==> src/rcrb_pkg.sv <==
// Shared types, operation codes and constants of the reset controller register bank.
package rcrb_pkg;

   // Operation codes of a request beat.
   localparam logic [2:0] OP_READ       = 3'd0;
   localparam logic [2:0] OP_WRITE      = 3'd1;
   localparam logic [2:0] OP_COLD       = 3'd2;
   localparam logic [2:0] OP_WARM       = 3'd3;
   localparam logic [2:0] OP_WATCHDOG   = 3'd4;
   localparam logic [2:0] OP_RESET_LINE = 3'd5;

   // Access size codes.
   localparam logic [1:0] SIZE_BYTE = 2'd0;
   localparam logic [1:0] SIZE_HALF = 2'd1;
   localparam logic [1:0] SIZE_WORD = 2'd2;

   // Word indexes with special behavior.
   localparam logic [11:0] CONTROL_WORD     = 12'd0;
   localparam logic [11:0] STATUS_WORD      = 12'd2;
   localparam logic [11:0] SOURCE_MASK_WORD = 12'd6;

   localparam logic [31:0] CONTROL_SELF_CLEAR = 32'h0000_E00E;
   localparam logic [31:0] CONTROL_RESET      = 32'h0000_0521;
   localparam logic [31:0] SOURCE_MASK_RESET  = 32'h0000_001F;
   localparam logic [31:0] STATUS_POWER_ON    = 32'h0000_0001;
   localparam logic [31:0] STATUS_WATCHDOG    = 32'h0000_0010;
   localparam logic [31:0] STATUS_WARM        = 32'h0001_0000;
   localparam logic [31:0] BYTE_LANE          = 32'h0000_00FF;
   localparam logic [31:0] HALF_LANE          = 32'h0000_FFFF;

   typedef struct packed {
      logic [2:0]  operation;
      logic [13:0] offset;
      logic [1:0]  access_size;
      logic [31:0] write_data;
   } req_type;

   // Side effects of one executed beat.
   typedef struct packed {
      logic        bank_we;
      logic [31:0] bank_wdata;
      logic        status_we;
      logic [31:0] status_next;
      logic        reload;
   } act_type;

   typedef struct packed {
      logic [31:0] read_data;
      logic        access_error;
   } rsp_type;

   // Reset value of a bank word.
   function automatic logic [31:0] reset_word(input logic [11:0] word);
      logic [31:0] value;
      value = '0;
      if (word == CONTROL_WORD) begin
         value = CONTROL_RESET;
      end else if (word == SOURCE_MASK_WORD) begin
         value = SOURCE_MASK_RESET;
      end
      return value;
   endfunction

endpackage

==> src/rcrb_exec.sv <==
// Decode, lane merge and side-effect generation for one register access.
module rcrb_exec import rcrb_pkg::*; #(
   parameter int REGISTER_WORDS = 18
) (
   input  req_type     req,
   input  logic [31:0] cur_word,
   input  logic [31:0] status,
   output act_type     act,
   output rsp_type     result
);

   localparam logic [11:0] WORDS_C = 12'(REGISTER_WORDS);

   logic [11:0] word;
   logic [4:0]  shift;
   logic        bad;
   logic [31:0] lane;
   logic [31:0] mask;
   logic [31:0] shifted;
   logic [31:0] merged;

   assign word    = req.offset[13:2];
   assign shift   = {req.offset[1:0], 3'b000};
   assign shifted = cur_word >> shift;

   always_comb begin
      bad  = 1'b0;
      lane = HALF_LANE;
      unique case (req.access_size)
         SIZE_BYTE: lane = BYTE_LANE;
         SIZE_HALF: bad  = req.offset[0];
         SIZE_WORD: bad  = (req.offset[1:0] != 2'b00);
         default:   bad  = 1'b1;
      endcase
      if (word >= WORDS_C) begin
         bad = 1'b1;
      end
   end

   assign mask   = lane << shift;
   assign merged = (req.access_size == SIZE_WORD) ? req.write_data :
                   ((cur_word & ~mask) | ((req.write_data << shift) & mask));

   always_comb begin
      act    = '0;
      result = '0;
      unique case (req.operation)
         OP_READ, OP_WRITE: begin
            if (bad) begin
               result.access_error = 1'b1;
            end else if (req.operation == OP_READ) begin
               if (req.access_size == SIZE_WORD) begin
                  result.read_data = shifted;
               end else begin
                  result.read_data = shifted & lane;
               end
            end else if (word == STATUS_WORD) begin
               // Write-one-to-clear, using the whole merged word.
               act.status_we   = 1'b1;
               act.status_next = status & ~merged;
            end else begin
               act.bank_we    = 1'b1;
               act.bank_wdata = (word == CONTROL_WORD) ? (merged & ~CONTROL_SELF_CLEAR)
                                                       : merged;
            end
         end
         OP_COLD: begin
            act.status_we   = 1'b1;
            act.status_next = STATUS_POWER_ON;
         end
         OP_WARM: begin
            act.status_we   = 1'b1;
            act.status_next = STATUS_WARM;
         end
         OP_WATCHDOG: begin
            act.status_we   = 1'b1;
            act.status_next = STATUS_WATCHDOG;
         end
         OP_RESET_LINE: begin
            act.reload = 1'b1;
         end
         default: begin
         end
      endcase
   end

endmodule

==> src/reset_controller_register_bank.sv <==
// Top level of the reset controller register bank.
//
// A request beat carries an operation (read, write, one of three reset causes,
// or a reset-line event), a byte offset, an access size and write data. Every
// request beat yields exactly one response beat with the read data and an
// access error flag.
// The bank words live in a synchronous memory. The word is read at the edge
// that accepts the request; when the stage finishes, the lane is merged and
// written back and the response register is loaded. A new request is accepted
// in that same cycle, which sustains one beat per clock while responses are
// taken. When the next access reads the word just written, the written value
// is forwarded. The reset status word sits in its own register. A valid bit
// per bank word tells whether the word has been written since the last
// reload; a word that is not valid reads as its reset value, so a reset-line
// event need only clear the valid bits. Reset empties the pipeline, clears
// all valid bits and sets the power-on bit of the status word. When the
// receiver stalls, the response is held and the pending request waits in its
// stage, so at most one request waits behind the response.
module reset_controller_register_bank import rcrb_pkg::*; #(
   parameter int REGISTER_WORDS = 18
) (
   input  logic        clock,
   input  logic        reset,
   input  logic        req_valid,
   output logic        req_ready,
   input  logic [2:0]  req_operation,
   input  logic [13:0] req_offset,
   input  logic [1:0]  req_access_size,
   input  logic [31:0] req_write_data,
   output logic        rsp_valid,
   input  logic        rsp_ready,
   output logic [31:0] rsp_read_data,
   output logic        rsp_access_error
);

   localparam int          IdxW    = $clog2(REGISTER_WORDS);
   localparam logic [11:0] WORDS_C = 12'(REGISTER_WORDS);

   logic [31:0]               bank_ff [REGISTER_WORDS];
   logic [31:0]               mem_q_ff;
   logic [REGISTER_WORDS-1:0] valid_ff;
   logic [31:0]               status_ff;
   req_type                   req_ff;
   logic [IdxW-1:0]           idx_ff;
   logic                      busy_ff;
   logic                      fwd_ff;
   logic [31:0]               fwd_data_ff;
   logic                      rsp_valid_ff;
   rsp_type                   rsp_ff;

   logic            accept;
   logic            done;
   logic            busy_in;
   logic [IdxW-1:0] idx_in;
   logic            fwd_in;
   req_type         req_in;
   logic [31:0]     cur_word;
   act_type         act;
   rsp_type         result;

   // The stage finishes when the response register is free or being drained.
   assign done      = busy_ff && (!rsp_valid_ff || rsp_ready);
   assign req_ready = !busy_ff || done;
   assign accept    = req_valid && req_ready;
   assign busy_in   = accept || (busy_ff && !done);

   assign req_in = '{operation:   req_operation,
                     offset:      req_offset,
                     access_size: req_access_size,
                     write_data:  req_write_data};

   // Out-of-range offsets read word zero; their result is an error anyway.
   assign idx_in = (req_offset[13:2] < WORDS_C) ? req_offset[IdxW+1:2] : '0;
   assign fwd_in = done && act.bank_we && (idx_ff == idx_in);

   always_comb begin
      if (req_ff.offset[13:2] == STATUS_WORD) begin
         cur_word = status_ff;
      end else if (fwd_ff) begin
         cur_word = fwd_data_ff;
      end else if (valid_ff[idx_ff]) begin
         cur_word = mem_q_ff;
      end else begin
         cur_word = reset_word(req_ff.offset[13:2]);
      end
   end

   rcrb_exec #(
      .REGISTER_WORDS(REGISTER_WORDS)
   ) u_exec (
      .req      (req_ff),
      .cur_word (cur_word),
      .status   (status_ff),
      .act      (act),
      .result   (result)
   );

   // Bank memory: one write port, one registered read port.
   always_ff @(posedge clock) begin
      if (done && act.bank_we) begin
         bank_ff[idx_ff] <= act.bank_wdata;
      end
      if (accept) begin
         mem_q_ff <= bank_ff[idx_in];
      end
   end

   // Request stage payload.
   always_ff @(posedge clock) begin
      if (accept) begin
         req_ff      <= req_in;
         idx_ff      <= idx_in;
         fwd_data_ff <= act.bank_wdata;
      end
   end

   always_ff @(posedge clock) begin
      if (reset) begin
         busy_ff <= 1'b0;
         fwd_ff  <= 1'b0;
      end else begin
         busy_ff <= busy_in;
         if (accept) begin
            fwd_ff <= fwd_in;
         end else if (done) begin
            // The stage drains with nothing behind it.
            fwd_ff <= 1'b0;
         end
      end
   end

   always_ff @(posedge clock) begin
      if (reset) begin
         valid_ff  <= '0;
         status_ff <= STATUS_POWER_ON;
      end else if (done) begin
         if (act.reload) begin
            valid_ff <= '0;
         end else if (act.bank_we) begin
            valid_ff[idx_ff] <= 1'b1;
         end
         if (act.status_we) begin
            status_ff <= act.status_next;
         end
      end
   end

   // Response register.
   always_ff @(posedge clock) begin
      if (reset) begin
         rsp_valid_ff <= 1'b0;
      end else if (done) begin
         rsp_valid_ff <= 1'b1;
      end else if (rsp_ready) begin
         rsp_valid_ff <= 1'b0;
      end
   end

   always_ff @(posedge clock) begin
      if (done) begin
         rsp_ff <= result;
      end
   end

   assign rsp_valid        = rsp_valid_ff;
   assign rsp_read_data    = rsp_ff.read_data;
   assign rsp_access_error = rsp_ff.access_error;

   // A finished access always leaves a response behind.
   assert property (@(posedge clock) disable iff (reset) done |=> rsp_valid_ff)
      else $error("finished access did not load the response register");

   // The status word is never written into the bank memory.
   assert property (@(posedge clock) disable iff (reset)
      act.bank_we |-> (req_ff.offset[13:2] != STATUS_WORD))
      else $error("bank write aimed at the status word");

   // An error response never comes with read data.
   assert property (@(posedge clock) disable iff (reset)
      (rsp_valid_ff && rsp_ff.access_error) |-> (rsp_ff.read_data == '0))
      else $error("error response carries read data");

   // A cold cause leaves exactly the power-on bit set.
   assert property (@(posedge clock) disable iff (reset)
      (done && (req_ff.operation == OP_COLD)) |=> (status_ff == STATUS_POWER_ON))
      else $error("cold cause did not set the power-on status");

   // Forwarding is only armed when the stage also accepted a request.
   assert property (@(posedge clock) disable iff (reset)
      fwd_ff |-> busy_ff)
      else $error("forwarding armed with an empty stage");

endmodule
==> config.mk <==
export PLATFORM = sky130hd
export DESIGN_NAME = reset_controller_register_bank
export DESIGN_NICKNAME = d
export VERILOG_FILES = /design/src/rcrb_pkg.sv /design/src/rcrb_exec.sv /design/src/reset_controller_register_bank.sv
export SDC_FILE = /design/constraint.sdc
export NUM_CORES = 1
export LEC_CHECK = 0
export ABC_AREA = 1
export BUFFER_PORTS_ARGS = -buffer_cell sky130_fd_sc_hd__buf_2
export CORE_MARGIN = 2
export CORE_UTILIZATION = 25
export DETAILED_ROUTE_END_ITERATION = 7
export HOLD_SLACK_MARGIN = 0.12
export PLACE_DENSITY_LB_ADDON = 0.3
export REMOVE_ABC_BUFFERS = 1
export SETUP_SLACK_MARGIN = 0.4
export SLEW_MARGIN = 20
export SYNTH_ARGS = -nofsm -noshare
export SYNTH_HDL_FRONTEND = slang
export SYNTH_SLANG_ARGS = --single-unit
export TNS_END_PERCENT = 10
==> constraint.sdc <==
create_clock -name clock -period 9.4 [get_ports clock]
set_input_delay 0.94 -clock clock [delete_from_list [all_inputs] [get_ports clock]]
set_output_delay 0.94 -clock clock [all_outputs]
set_load 0.01 [all_outputs]
## Word-level counts from Yosys, hierarchy flattened

Memory sizes are Yosys's and may differ from the RTL's. A register that Yosys moved wholly into a read port is not among the register bits.
Index checks and enable logic that the tools add are counted.

| word-level totals | value |
|---|---|
| register bits | 174 |
| bits in writable memories | 576 |
| input port bits | 55 |
| output and inout port bits | 35 |
| logic and storage cells | 96 |
| memories kept | 1 |

Memories:

| memory | depth | width | read ports | clocked after memory_dff | wr ports | line | source |
|---|---|---|---|---|---|---|---|
| bank_ff | 18 | 32 | 1 | 1 | 1 | reset_controller_register_bank.sv:39 | `logic [31:0] bank_ff [REGISTER_WORDS];` |

| cells by class | value |
|---|---|
| order comparisons | 4 |
| equal/unequal tests | 10 |
| shift-type cells | 3 |
| multiplexer cells | 32 |
| bitwise gates (word level) | 10 |
| reduce and logical (&&, ||, !) cells | 23 |

Operators by type and width:

| cell | count |
|---|---|
| two-way mux 32 bit | 5 |
| two-way mux 66 bit | 2 |
| case mux 33 bit (4 select lines) | 1 |
| two-way mux 33 bit | 3 |
| bitwise AND 32 bit | 3 |
| NOT 32 bit | 2 |
| two-way mux 18 bit | 2 |
| bitwise AND 32 x 16 -> 32 bit | 1 |
| two-way mux 16 bit | 2 |
| OR 32 bit | 1 |
| left shift 16 x 5 -> 32 bit | 1 |
| left shift 32 x 5 -> 32 bit | 1 |
| >> shifter 32 x 5 -> 32 bit | 1 |
| OR 18 bit | 1 |
| == test 12 x 2 -> 1 bit (second input constant) | 1 |
| == test 12 x 3 -> 1 bit (second input constant) | 1 |
| >= comparator 12 x 5 -> 1 bit (second input constant) | 1 |
| logical NOT 12 bit | 1 |
| less-than comparator 12 x 5 -> 1 bit (second input constant) | 1 |
| two-way mux 1 bit | 11 |
| two-way mux 11 bit | 1 |
| two-way mux 5 bit | 2 |
| nonzero test 2 bit | 4 |
| == test 3 x 2 -> 1 bit (second input constant) | 2 |
| 19 further kinds | 31 |

## Depth between registers and ports, before layout

Gate-level depths: netlist (run 1).

| logic depth | value |
|---|---|
| depth after elaboration | 18 |
| mapped depth | 18 |
| mapped depth without buffers | 17 |

## Cells and area by module

From an unflattened synthesis (run 1), not the netlist that was laid out.

| unflattened totals | value |
|---|---|
| cell total of the unflattened synthesis | 3473 |
| area, all modules | 35536.6 um^2 |

Modules (own cells, without submodules):

| module | instances | cells each | area each (um^2) | sequential area each (um^2) |
|---|---|---|---|---|
| reset_controller_register_bank | 1 | 3005 | 33260.6 | 22952.0 |
| rcrb_exec | 1 | 468 | 2275.9 | 0.0 |

## Least setup slack after synthesis (run 1)

OpenSTA, ideal clock, no wires.

| path | value |
|---|---|
| path type | input -> register |
| start point | input port rsp_ready |
| end point | register fwd_ff |
| setup time | 0.071 ns |
| arrival time | 4.373 ns |
| data required time | 9.329 ns |
| path slack | 4.957 ns |
| cell stages on the path | 8 |
| buffers on the path | 0 |
| cells stage by stage | inv_1 nand3_1 nand2_1 inv_1 o21ai_0 a221oi_1 nand4_1 a21oi_1 |

| on the way | value |
|---|---|
| longest elaborated chain between the ends | 5 |
| elaborated cells between the ends (all ways) | 8 |
| those cells by class | mux (1); reduce/logical (7) |

Ends and longest elaborated chain:

| item | line | source |
|---|---|---|
| from (decl) | reset_controller_register_bank.sv:31 | `input logic rsp_ready,` |
| logical OR 1 bit (*) | reset_controller_register_bank.sv:62 | `assign done = busy_ff && (!rsp_valid_ff \|\| rsp_ready);` |
| logical AND 1 bit (*) | reset_controller_register_bank.sv:62 |  |
| logical OR 1 bit (*) | reset_controller_register_bank.sv:63 | `assign req_ready = !busy_ff \|\| done;` |
| named net req_ready | reset_controller_register_bank.sv:25 | `output logic req_ready,` |
| logical AND 1 bit (*) | reset_controller_register_bank.sv:64 | `assign accept = req_valid && req_ready;` |
| named net accept | reset_controller_register_bank.sv:51 | `logic accept;` |
| two-way mux 1 bit / nonzero test 2 bit (equally long branches) | -- |  |
| to (signal assigned) | reset_controller_register_bank.sv:124 | `fwd_ff <= fwd_in;` |
| to (decl) | reset_controller_register_bank.sv:46 | `logic fwd_ff;` |

The timed path passes the listed nets; every way through them passes the cells marked *.
A chain may end at the register's enable or synchronous reset.

## Final worst setup path (run 1)

| path | value |
|---|---|
| start point | register req_ff[35] (netlist bit) |
| end point | memory bank_ff[11][22], enable pin |

| on the way | value |
|---|---|
| longest elaborated chain between the ends | 8 |

Ends and longest elaborated chain:

| item | line | source |
|---|---|---|
| from (decl) | reset_controller_register_bank.sv:43 | `req_type req_ff;` |
| from (signal assigned) | reset_controller_register_bank.sv:111 | `req_ff <= req_in;` |
| nonzero test 2 bit | rcrb_exec.sv:32 | `SIZE_WORD: bad = (req.offset[1:0] != 2'b00);` |
| case mux 1 bit (3 select lines) | rcrb_exec.sv:29 | `unique case (req.access_size)` |
| two-way mux 1 bit | rcrb_exec.sv:35 | `if (word >= WORDS_C) begin` |
| two-way mux 66 bit | rcrb_exec.sv:49 | `if (bad) begin` |
| two-way mux 33 bit | rcrb_exec.sv:47 | `unique case (req.operation)` |
| logical AND 1 bit | reset_controller_register_bank.sv:100 | `if (done && act.bank_we) begin` |
| two-way mux 1 bit | reset_controller_register_bank.sv:100 |  |
| two-way mux 1 bit (not written as such) | reset_controller_register_bank.sv:101 | `bank_ff[idx_ff] <= act.bank_wdata;` |
| to (decl) | reset_controller_register_bank.sv:39 |  |

No other way between the ends.

==> run_results.csv, run 1 <==
group,metric,value,unit
placed_design,gp_congestion,0.907,
setup_path,startpoint,"req_ff[35]",
global_route,grt_busiest_layer,"met1",
synth,ys_types,49,
clock_tree,ctsLongestPathBuffers,3,
setup_path,crit_buf_inv,5,
route,vias,22100,
placed_design,placed_area,35100,um2
setup_path,path_delay_family,"buffers and inverters",
hold_path,worstHoldStart,"status_ff[21]",
clock_tree,cts-resized-gates,0,
sta,max_slew.worst_pin.slew,1.14,ns
setup_path,critPathLaunchType,"flip-flop",
synth,synth.yosys.seq_area_share,70.8,%
global_route,grt_usage,15.3,%
power,leakage,11.9,nW
global_route,grt_max_degree,182,
sta,final_hold_viol_count,0,
synth,synth_area_leaders,"edfxtp_1 68%, nand2_1 4.8%, nand3_1 4.3%",
setup_path,cp_cell_sequence,"inv_2, nand2_2, o21ai_1, nand3_1, inv_2, nand3_2, nor2_2, inv_2, nor2_4, inv_4, nor3_2, buf_4",
global_route,grt_use_met3,3.12,%
setup_path,timing.rr.start,"req_ff[35]",
route,first_iter_violations,2480,
placed_design,port_buffers,89,
sta,period_minus_slack,4.53,ns
sta,rsz0062_at_grt,"false",
die,die_w,364,um
die,start_util,25.1,%
sta,finalMaxSlewViolations,0,
clock_tree,cts_root_buf,"clkbuf_16",
clock_tree,cts.sinks,782,
cells_and_area,diodes,0,
synth,synth_most_common_cell,"edfxtp_1",
sta,hold_slack,0.438,ns
synth,netlist_area,32400,um2
clock_tree,clk_pin_slew,0.07,ns
global_route,overflow,0,
setup_path,path_max_fanout,32,
cells_and_area,final_area,37900,um2
synth,ys_warn_count,0,
route,drt-wirelength-per-cell,22.9,um
hold_path,min_path_type,"reg2reg",
setup_path,criticalPathCategory,"reg2reg",
die,dieArea,132000,um2
synth,yosysTopAreaCell,"edfxtp_1",
sta,final_min_period_over_clock_period,48.2,%
die,coreArea,129000,um2
setup_path,cpMostUsedCell,"inv_2",
die,ios,90,
power,p_per_area,196,nW/um2
route,drtAntennaViolNets,0,
clock_tree,postCtsHoldBufs,0,
clock_tree,clock_latency,0.66,ns
outcome,status,"complete, no violations",
cells_and_area,nets,2763,
cells_and_area,fill_cells,13100,
sta,fmax,0.221,GHz
synth,synthArstFlopShare,0,%
setup_path,cp_data_arrival_time,4.80,ns
setup_path,r2r_cells,12,
global_route,grt_pass1_wl,149,mm
die,die_h,364,um
power,p_total,0.00743,W
setup_path,worst_r2r_endpoint,"bank_ff[11][22]",
setup_path,r2r_slack,4.87,ns
global_route,met2_usage,22.2,%
sta,slew_headroom,23.5,%
setup_path,max_stage_delay,0.70,ns
power,ir_drop,118,uV
clock_tree,cts_max_level,3,
synth,synth.avg_cell_area,12.4,um2
synth,synth_seq_cells,782,
setup_path,crit_path_top_delay_cell,"edfxtp_1",
sta,clock_skew,0.0230,ns
synth,synth_top_area_share,67.6,%
setup_path,critical_path_depth,12,
route,dr.pass1.iters,5,
job,max_cap_viol_count,0,
synth,synth_cells,2615,
global_route,grt_pass1_vias,21000,
clock_tree,cts_tree,"yes",
clock_tree,cts_buffers,82,
setup_path,crit_end,"bank_ff[11][22]",
synth,synth_common_cells,"729 x edfxtp_1, 416 x nand2_1, 279 x nand3_1",
global_route,antenna_found_initial,3,
sta,setup_viol,0,
route,drc_errors,0,
setup_path,cp_data_required_time,9.67,ns
global_route,met1_usage,23.1,%
placed_design,post-dp-hpwl,57.9,mm
synth,synth_edf_count,729,
route,via_per_inst,4.90,
synth,synth_top_flop_cell,"edfxtp_1",
cells_and_area,layout-drive-gt1-share,16.7,%
die,num_rows,132,
cells_and_area,fin_util,29.4,%
clock_tree,post_cts_buffers,0,
route,wl,103,mm
setup_path,end_kind,"flip-flop",
sta,fin_tns_setup,0,ns
cells_and_area,area_delta_synth_final,17.0,%
flip-flops by register name (all words and copies together) (netlist names), 5 cells and up:
register,cells
req_ff,51
valid_ff,18
idx_ff,5
mem_q_ff,32
status_ff,32
bank_ff,576
fwd_data_ff,32
rsp_read_data,32
metrics by stage:
stage | cells | setup WS, ns
floorplan | 2455 | -0.332
global placement | 4366 | 5.02
detailed placement | 4366 | 5.03
CTS | 4514 | 5.05
global route | 4514 | 4.80
finish | 4514 | 4.87
logic make-up (layout without fill, tap and decap cells):
family                    Yosys count  count (layout)  share of synthesized area [%]
buffers and inverters             274             431                           3.52
xor gates and xnor gates            1               1                         0.0270
muxes                               2               2                         0.0618
AOI/OAI and AO/OA                 542             542                           11.0
and+or+nand+nor                  1014            1014                           14.6
DFF                               782             782                           70.8
layer usage:
metal | vias to the layer above | wire length (um)
met2 | 841 | 44100
met5 | - | 13
met3 | 138 | 7910
met1 | 11300 | 49100
met4 | 2 | 2060
li1 | 9871 | -
area by class of cell:
| class | count | area (um2) | share of cell area (%) |
|---|---|---|---|
| well taps | 1742 | 2180 | 5.75 |
| multi-input cells | 1559 | 8460 | 22.3 |
| clock inverters | 51 | 641 | 1.69 |
| clock buffers | 97 | 2170 | 5.73 |
| repair buffers | 169 | 1060 | 2.80 |
| inverters | 114 | 444 | 1.17 |
| flip-flops and latches | 782 | 23000 | 60.5 |
cells in the final DEF, fill, tap and decap left out, types with 8 or more instances in the layout:
master / instances
o21ai_0: 107
o221ai_1: 100
clkinv_1: 17
nand2_1: 416
inv_2: 9
buf_4: 80
o21ai_2: 8
inv_1: 97
o21a_1: 19
nand3_1: 277
or2_1: 32
nor2_1: 120
a21oi_1: 94
buf_2: 88
a31oi_1: 16
or2_2: 97
a221oi_1: 9
dfxtp_1: 53
edfxtp_1: 729
o21ai_1: 53
clkinv_2: 15
clkbuf_16: 85
clkbuf_1: 12
o211ai_1: 122
nand4_1: 15
bufinv_16: 14
nor3_2: 20
worst min-delay path by stage:
| stage | endpoint | depth (start not counted) |
|---|---|---|
| after detailed placement | status_ff[21] | 2 |
| after global routing | req_ff[32] | 1 |
| after global placement | status_ff[18] | 2 |
| final | status_ff[21] | 2 |
| after CTS | req_ff[35] | 1 |
| after floorplan | status_ff[18] | 2 |
worst register-to-register path, delay by kind of cell (launching register included):
| kind | cells | cell delay (ns) |
|---|---|---|
| flops | 1 | 0.70 |
| simple gates | 6 | 1.23 |
| compound gates | 1 | 0.46 |
| buf+inv | 5 | 1.70 |
report_power, final:
group          internal (W)  switching (W)  total [W]
Clock               0.00204        0.00141    0.00345
Combinational     0.0000394       0.000123   0.000162
Sequential          0.00379      0.0000305    0.00382
Note: power is estimated with default switching activity, not from simulation.
==> inputs of run 2 (changes only) <==
--- a/config.mk
+++ b/config.mk
@@ -5,7 +5,7 @@
 export SDC_FILE = /design/constraint.sdc
 export NUM_CORES = 1
 export LEC_CHECK = 0
-export ABC_AREA = 1
+export ABC_AREA = 0
 export BUFFER_PORTS_ARGS = -buffer_cell sky130_fd_sc_hd__buf_2
 export CORE_MARGIN = 2
 export CORE_UTILIZATION = 25
==> constraint.sdc (replaced) <==
create_clock -name clock -period 4.14 [get_ports clock]
set_input_delay 0.414 -clock clock [delete_from_list [all_inputs] [get_ports clock]]
set_output_delay 0.414 -clock clock [all_outputs]
set_load 0.01 [all_outputs]
==> run_results.csv, run 2 <==
group,metric,value,unit
outcome,status,"complete, no violations",
sta,final_min_period_over_clock_period,85.8,%
sta,fmax,0.281,GHz
sta,clock_skew,0.0589,ns
setup_path,path_max_fanout,16,
power,ir_drop,306,uV
power,leakage,10.7,nW
setup_path,criticalPathCategory,"reg2reg",
sta,worst_slack,0.586,ns
cells_and_area,layout-drive-gt1-share,20.6,%
synth,synth_top_flop_cell,"edfxtp_1",
sta,final_hold_viol_count,0,
sta,max_slew.worst_pin.slew,1.06,ns
die,num_rows,130,
clock_tree,cts_tree,"yes",
global_route,grt_pass1_wl,139,mm
die,start_util,25.1,%
die,die_w,359,um
sta,setup_viol,0,
placed_design,post-dp-hpwl,59.2,mm
route,dr.pass1.iters,8,
cells_and_area,fill_cells,12300,
cells_and_area,diodes,0,
clock_tree,cts_root_buf,"clkbuf_16",
clock_tree,cts_buffers,82,
clock_tree,post_cts_buffers,0,
cells_and_area,multiInputGateArea,8160,um2
synth,yosys.area_share.simple,6.16,%
global_route,grt_max_degree,65,
placed_design,place_ws,0.344,ns
synth,synthAdderAreaFrac,0,%
cells_and_area,largest_reg_flops,576,
clock_tree,clk_pin_slew,0.06,ns
synth,ys_warn_count,0,
synth,synth_xor_area_share,0.139,%
cells_and_area,registers.top_by_ff_count,"bank_ff",
setup_path,cp_cell_sequence,"nor3_1, o21ai_0, nor4_2, buf_4, nand2_1, or3_1, nor3_1, buf_4",
route,drtAntennaViolNets,0,
route,drt-wirelength-per-cell,24.9,um
global_route,overflow,0,
power,sequentialPowerShare,53.7,%
synth,synth.yosys.seq_area_share,72.9,%
power,power_switching,0.00346,W
die,ios,90,
route,wl,97.2,mm
cells_and_area,nets,2241,
setup_path,cp_data_required_time,4.62,ns
route,via_per_inst,5.00,
route,drc_errors,0,
sta,finalMaxSlewViolations,0,
die,dieArea,129000,um2
cells_and_area,mostFrequentLayoutCells,"729 x edfxtp_1, 158 x a21oi_1, 141 x mux2i_1, 107 x nand2_1, 100 x nor2_1",
power,clkPwrFrac,43.8,%
synth,synth_top_family_by_area,"multiplexers",
synth,yosysTopAreaCell,"edfxtp_1",
power,p_per_area,426,nW/um2
global_route,grt_pass1_vias,19100,
route,vias,19500,
cells_and_area,regArea,23000,um2
synth,synth_most_common_cell,"edfxtp_1",
synth,synth_compound_area_share,9.31,%
synth,synth_cells,1976,
cells_and_area,final_common_cell,"edfxtp_1",
synth,synth.avg_cell_area,15.9,um2
sta,period_minus_slack,3.55,ns
power,p_sw_share,21.4,%
synth,synth_seq_cells,782,
setup_path,max_stage_delay,0.76,ns
global_route,antenna_found_initial,2,
setup_path,end_kind,"flip-flop",
route,first_iter_violations,2379,
clock_tree,cts.sinks,782,
synth,synthArstFlopShare,0,%
placed_design,port_buffers,89,
hold_path,min_path_type,"in2reg",
synth,netlist_area,31500,um2
setup_path,crit_path_top_delay_cell,"or3_1",
synth,synthMuxAreaShare,9.60,%
cells_and_area,reg.largest.list,"bank_ff: 576 flops, req_ff: 51 flops",
clock_tree,ctsLongestPathBuffers,3,
cells_and_area,area_delta_synth_final,20.8,%
setup_path,critPathLaunchType,"flip-flop",
die,coreArea,125000,um2
synth,synth_common_cells,"729 x edfxtp_1, 158 x a21oi_1, 141 x mux2i_1",
synth,synth_area_leaders,"edfxtp_1 70%, mux4_2 4.8%, mux2i_1 4.5%",
synth,synth_edf_count,729,
placed_design,gp_congestion,0.914,
die,die_h,359,um
sta,rsz0062_at_grt,"true",
cells_and_area,fin_util,30.4,%
setup_path,cp_data_arrival_time,4.03,ns
sta,slew_headroom,29.4,%
clock_tree,cts_max_level,3,
job,max_cap_viol_count,0,
synth,synth_top_area_share,69.5,%
clock_tree,clock_latency,0.67,ns
synth,ys_types,64,
power,combPwrFrac,2.5,%
power,p_int,0.0127,W
global_route,grt_usage,14.7,%
run 2: cell types whose count changed after synthesis, sizes merged, moves of 121 or more:
cell	change
mux2i	+139
nand3	-270
or2	-130
nand2	-311
o21ai	-141
o211ai	-121
run 2: cell type report:
class                      count  share of cell area (%)
clock buffer                 100                    5.66
timing repair buffer         258                    5.84
tap                         1650                    5.43
clock inverter                48                    1.10
sequential                   782                    60.4
multi-input combinational   1047                    21.5
inverter                      15                   0.155
run 2: worst paths after layout:
| check | start | endpoint | slack [ns] | cells past startpoint |
|---|---|---|---|---|
| setup reg to reg | req_ff[34] | rsp_read_data[26] | 0.59 | 8 |
| hold / removal | reset | rsp_valid | 0.18 | 2 |
| setup / recovery | req_ff[34] | rsp_read_data[26] | 0.59 | 8 |
| hold reg to reg | status_ff[22] | status_ff[22] | 0.45 | 1 |
run 2: cell families (layout without fill, tap and decap cells):
group	after synthesis	count (layout)
flops	782	782
compound gates	421	421
simple gates	404	404
mux	217	217
buf+inv	147	421
xor+xnor	5	5
run 2: repair_timing:
item / in CTS / in global routing
resized for setup: 1 / 1
setup endpoints to repair: 38 / 104
hold buffers: 53 / 0
hold endpoints to repair: 53 / 0
run 2: through the flow:
stage | instances | TNS [ns] | total power, W | area, um2 | hold WS [ns]
floorplan | 1844 | -256.71 | 0.00899 | 30900 | 0.421
global placement | 3699 | 0 | 0.00921 | 34900 | 0.430
detailed placement | 3699 | 0 | 0.00921 | 34900 | 0.438
CTS | 3900 | 0 | 0.0163 | 38000 | 0.133
global route | 3900 | 0 | 0.0167 | 38000 | 0.156
finish | 3900 | 0 | 0.0162 | 38000 | 0.177
run 2: routing by layer:
metal  share of wire, %  GRT usage, %  up-vias
met5             0.0072             0        -
met4                2.4          3.99        2
li1                   -             -     8285
met2                 44          21.8      826
met3                8.0          3.52      146
met1                 46          21.4    10200
run 2: power by group through the flow:
stage | clock network, W | registers (W) | logic [W]
3_5_place_dp | 0 | 0.00885 | 0.000354
2_1_floorplan | 0 | 0.00883 | 0.000163
5_1_grt | 0.00758 | 0.00869 | 0.000430
3_3_place_gp | 0 | 0.00885 | 0.000352
6_report | 0.00710 | 0.00869 | 0.000403
4_1_cts | 0.00724 | 0.00869 | 0.000396
run 2: worst max-delay path, delay by kind of cell (launching register included):
kind,cells,cell delay (ns)
AO/OA/AOI/OAI,1,0.20
buffers and inverters,2,0.43
AND/OR/NAND/NOR,5,2.10
flip-flops,1,0.63
==> inputs of run 3 (changes only) <==
--- a/config.mk
+++ b/config.mk
@@ -7,14 +7,14 @@
 export LEC_CHECK = 0
 export ABC_AREA = 0
 export BUFFER_PORTS_ARGS = -buffer_cell sky130_fd_sc_hd__buf_2
-export CORE_MARGIN = 2
+export CORE_MARGIN = 4
 export CORE_UTILIZATION = 25
 export DETAILED_ROUTE_END_ITERATION = 7
 export HOLD_SLACK_MARGIN = 0.12
 export PLACE_DENSITY_LB_ADDON = 0.3
 export REMOVE_ABC_BUFFERS = 1
 export SETUP_SLACK_MARGIN = 0.4
-export SLEW_MARGIN = 20
+export SLEW_MARGIN = 10
 export SYNTH_ARGS = -nofsm -noshare
 export SYNTH_HDL_FRONTEND = slang
 export SYNTH_SLANG_ARGS = --single-unit
==> run_results.csv, run 3 (synthesized netlist as in run 2, its figures left out) <==
group,metric,value,unit
sta,slew_headroom,14.0,%
setup_path,timing.rr.start,"idx_ff[0]",
setup_path,r2r_slack,0.42,ns
placed_design,post-dp-hpwl,57.8,mm
sta,hold_slack,0.179,ns
route,drt-wirelength-per-cell,24.8,um
die,die_w,363,um
global_route,overflow,0,
setup_path,end_kind,"flip-flop",
setup_path,crit_buf_inv,3,
cells_and_area,final_common_cell,"edfxtp_1",
cells_and_area,reg.largest.list,"bank_ff: 576 flops, req_ff: 51 flops",
sta,worst_slack,0.425,ns
setup_path,crit_path_top_delay_cell,"a211oi_1",
setup_path,cp_cell_sequence,"mux4_2, a22o_1, nor4_1, buf_4, a211oi_1, buf_4, a211oi_1, a211oi_1, a211oi_1, buf_4",
sta,max_slew.worst_pin.slew,1.28,ns
sta,fmax,0.269,GHz
die,num_rows,129,
clock_tree,clock_latency,0.65,ns
clock_tree,cts_tree,"yes",
cells_and_area,registers.top_by_ff_count,"bank_ff",
setup_path,path_delay_family,"compound AO/OA/AOI/OAI gates",
route,dr.pass1.iters,7,
route,drtAntennaViolNets,0,
cells_and_area,area_delta_synth_final,21.1,%
route,via_per_inst,4.99,
placed_design,gp_congestion,0.863,
cells_and_area,layout-drive-gt1-share,20.6,%
sta,rsz0062_at_grt,"true",
route,vias,19500,
power,leakage,10.8,nW
power,p_int,0.0130,W
clock_tree,cts_max_level,3,
cells_and_area,final_cells,3900,
sta,clock_skew,0.0334,ns
sta,setup_viol,0,
die,start_util,25.3,%
global_route,grt_pass1_wl,138,mm
setup_path,criticalPathCategory,"reg2reg",
cells_and_area,fill_cells,12100,
cells_and_area,largest_reg_flops,576,
setup_path,cp_data_arrival_time,4.23,ns
sta,final_hold_viol_count,0,
clock_tree,cts_buffers,84,
setup_path,r2r_cells,10,
cells_and_area,mostFrequentLayoutCells,"729 x edfxtp_1, 158 x a21oi_1, 141 x mux2i_1, 110 x nor2_1, 107 x nand2_1",
route,wl,96.6,mm
global_route,antenna_found_initial,3,
die,die_h,363,um
sta,period_minus_slack,3.72,ns
hold_path,min_path_type,"in2reg",
setup_path,critical_path_depth,10,
outcome,status,"complete, no violations",
setup_path,cp_data_required_time,4.65,ns
placed_design,port_buffers,89,
route,first_iter_violations,1816,
clock_tree,cts_root_buf,"clkbuf_16",
cells_and_area,fin_util,30.6,%
setup_path,startpoint,"idx_ff[0]",
die,ios,90,
cells_and_area,nets,2245,
global_route,grt_max_degree,67,
power,combPwrFrac,2.5,%
power,ir_drop,310,uV
power,p_sw_share,21.1,%
cells_and_area,regArea,23000,um2
clock_tree,clk_pin_slew,0.06,ns
route,drc_errors,0,
die,dieArea,132000,um2
global_route,grt_pass1_vias,19400,
power,clkPwrFrac,44.8,%
setup_path,worst_r2r_endpoint,"rsp_read_data[5]",
power,power_switching,0.00349,W
placed_design,placed_cells,3688,
setup_path,critPathLaunchType,"flip-flop",
die,coreArea,124000,um2
setup_path,cpMostUsedCell,"a211oi_1",
power,p_per_area,433,nW/um2
setup_path,max_stage_delay,0.71,ns
power,sequentialPowerShare,52.7,%
sta,finalMaxSlewViolations,0,
cells_and_area,multiInputGateArea,8150,um2
global_route,grt_usage,14.3,%
job,max_cap_viol_count,0,
sta,final_min_period_over_clock_period,89.7,%
setup_path,path_max_fanout,6,
setup_path,crit_end,"rsp_read_data[5]",
clock_tree,ctsLongestPathBuffers,3,
clock_tree,cts.sinks,782,
placed_design,place_ws,0.382,ns
## run 3: changes by cell type in the layout (fill, tap and decap cells not counted), sizes merged
cell | previous run | this run
clkbuf | 100 | 104
buf | 205 | 207
diode | 0 | 3
clkinv | 42 | 36
bufinv | 4 | 6
clkinvlp | 1 | 6
inv | 16 | 19
## run 3: power by group through the flow
stage / clock [W] / sequential (W) / combinational [W]
floorplan: 0 / 0.00883 / 0.000163
detailed placement: 0 / 0.00885 / 0.000362
global route: 0.00792 / 0.00869 / 0.000434
CTS: 0.00756 / 0.00868 / 0.000403
global placement: 0 / 0.00885 / 0.000360
finish: 0.00739 / 0.00869 / 0.000410
## run 3: metal layers
layer	track usage [%]	routed length [um]	up-vias
met5	0	0	-
met4	3.63	2290	0
met3	3.32	7130	147
met2	21.5	42300	741
met1	20.9	44900	10200
li1	-	-	8334
## run 3: how the worst min path moves through the flow
stage / startpoint / end / slack, ns / depth (start not counted)
after floorplan: status_ff[1] / status_ff[1] / 0.42 / 1
after global placement: status_ff[2] / status_ff[2] / 0.43 / 1
after detailed placement: status_ff[22] / status_ff[22] / 0.44 / 1
after CTS: reset / rsp_valid / 0.13 / 2
after global routing: reset / rsp_valid / 0.17 / 2
final: reset / rsp_valid / 0.18 / 2
## run 3: layout make-up
class / instances / share of cell area, %
Antenna cell: 3 / 0.0197
Inverter: 15 / 0.154
Clock inverter: 52 / 1.29
Tap cell: 1637 / 5.37
Sequential cell: 782 / 60.2
Clock buffer: 104 / 5.85
Multi-Input combinational cell: 1047 / 21.4
Timing Repair Buffer: 260 / 5.74
## run 3: timing repair
| item | CTS | global route |
|---|---|---|
| endpoints found under the hold margin | 53 | 0 |
| resized for setup | 1 | 2 |
| setup buffers | 0 | 0 |
| hold buffers | 53 | 0 |
| endpoints found under the setup margin | 19 | 210 |
## run 3: worst reg2reg max path, cell delays in order, from the launching register on
cell,delay [ns]
edfxtp_1,0.51
mux4_2,0.54
a22o_1,0.26
nor4_1,0.32
buf_4,0.21
a211oi_1,0.10
buf_4,0.21
a211oi_1,0.38
a211oi_1,0.11
a211oi_1,0.71
buf_4,0.22
## run 3: stage by stage
step                setup TNS, ns  power, W  cell area (um2)
global route                    0    0.0170            38100
CTS                             0    0.0166            38100
finish                          0    0.0165            38100
detailed placement              0   0.00921            34800
floorplan                 -256.71   0.00899            30900
global placement                0   0.00921            34800
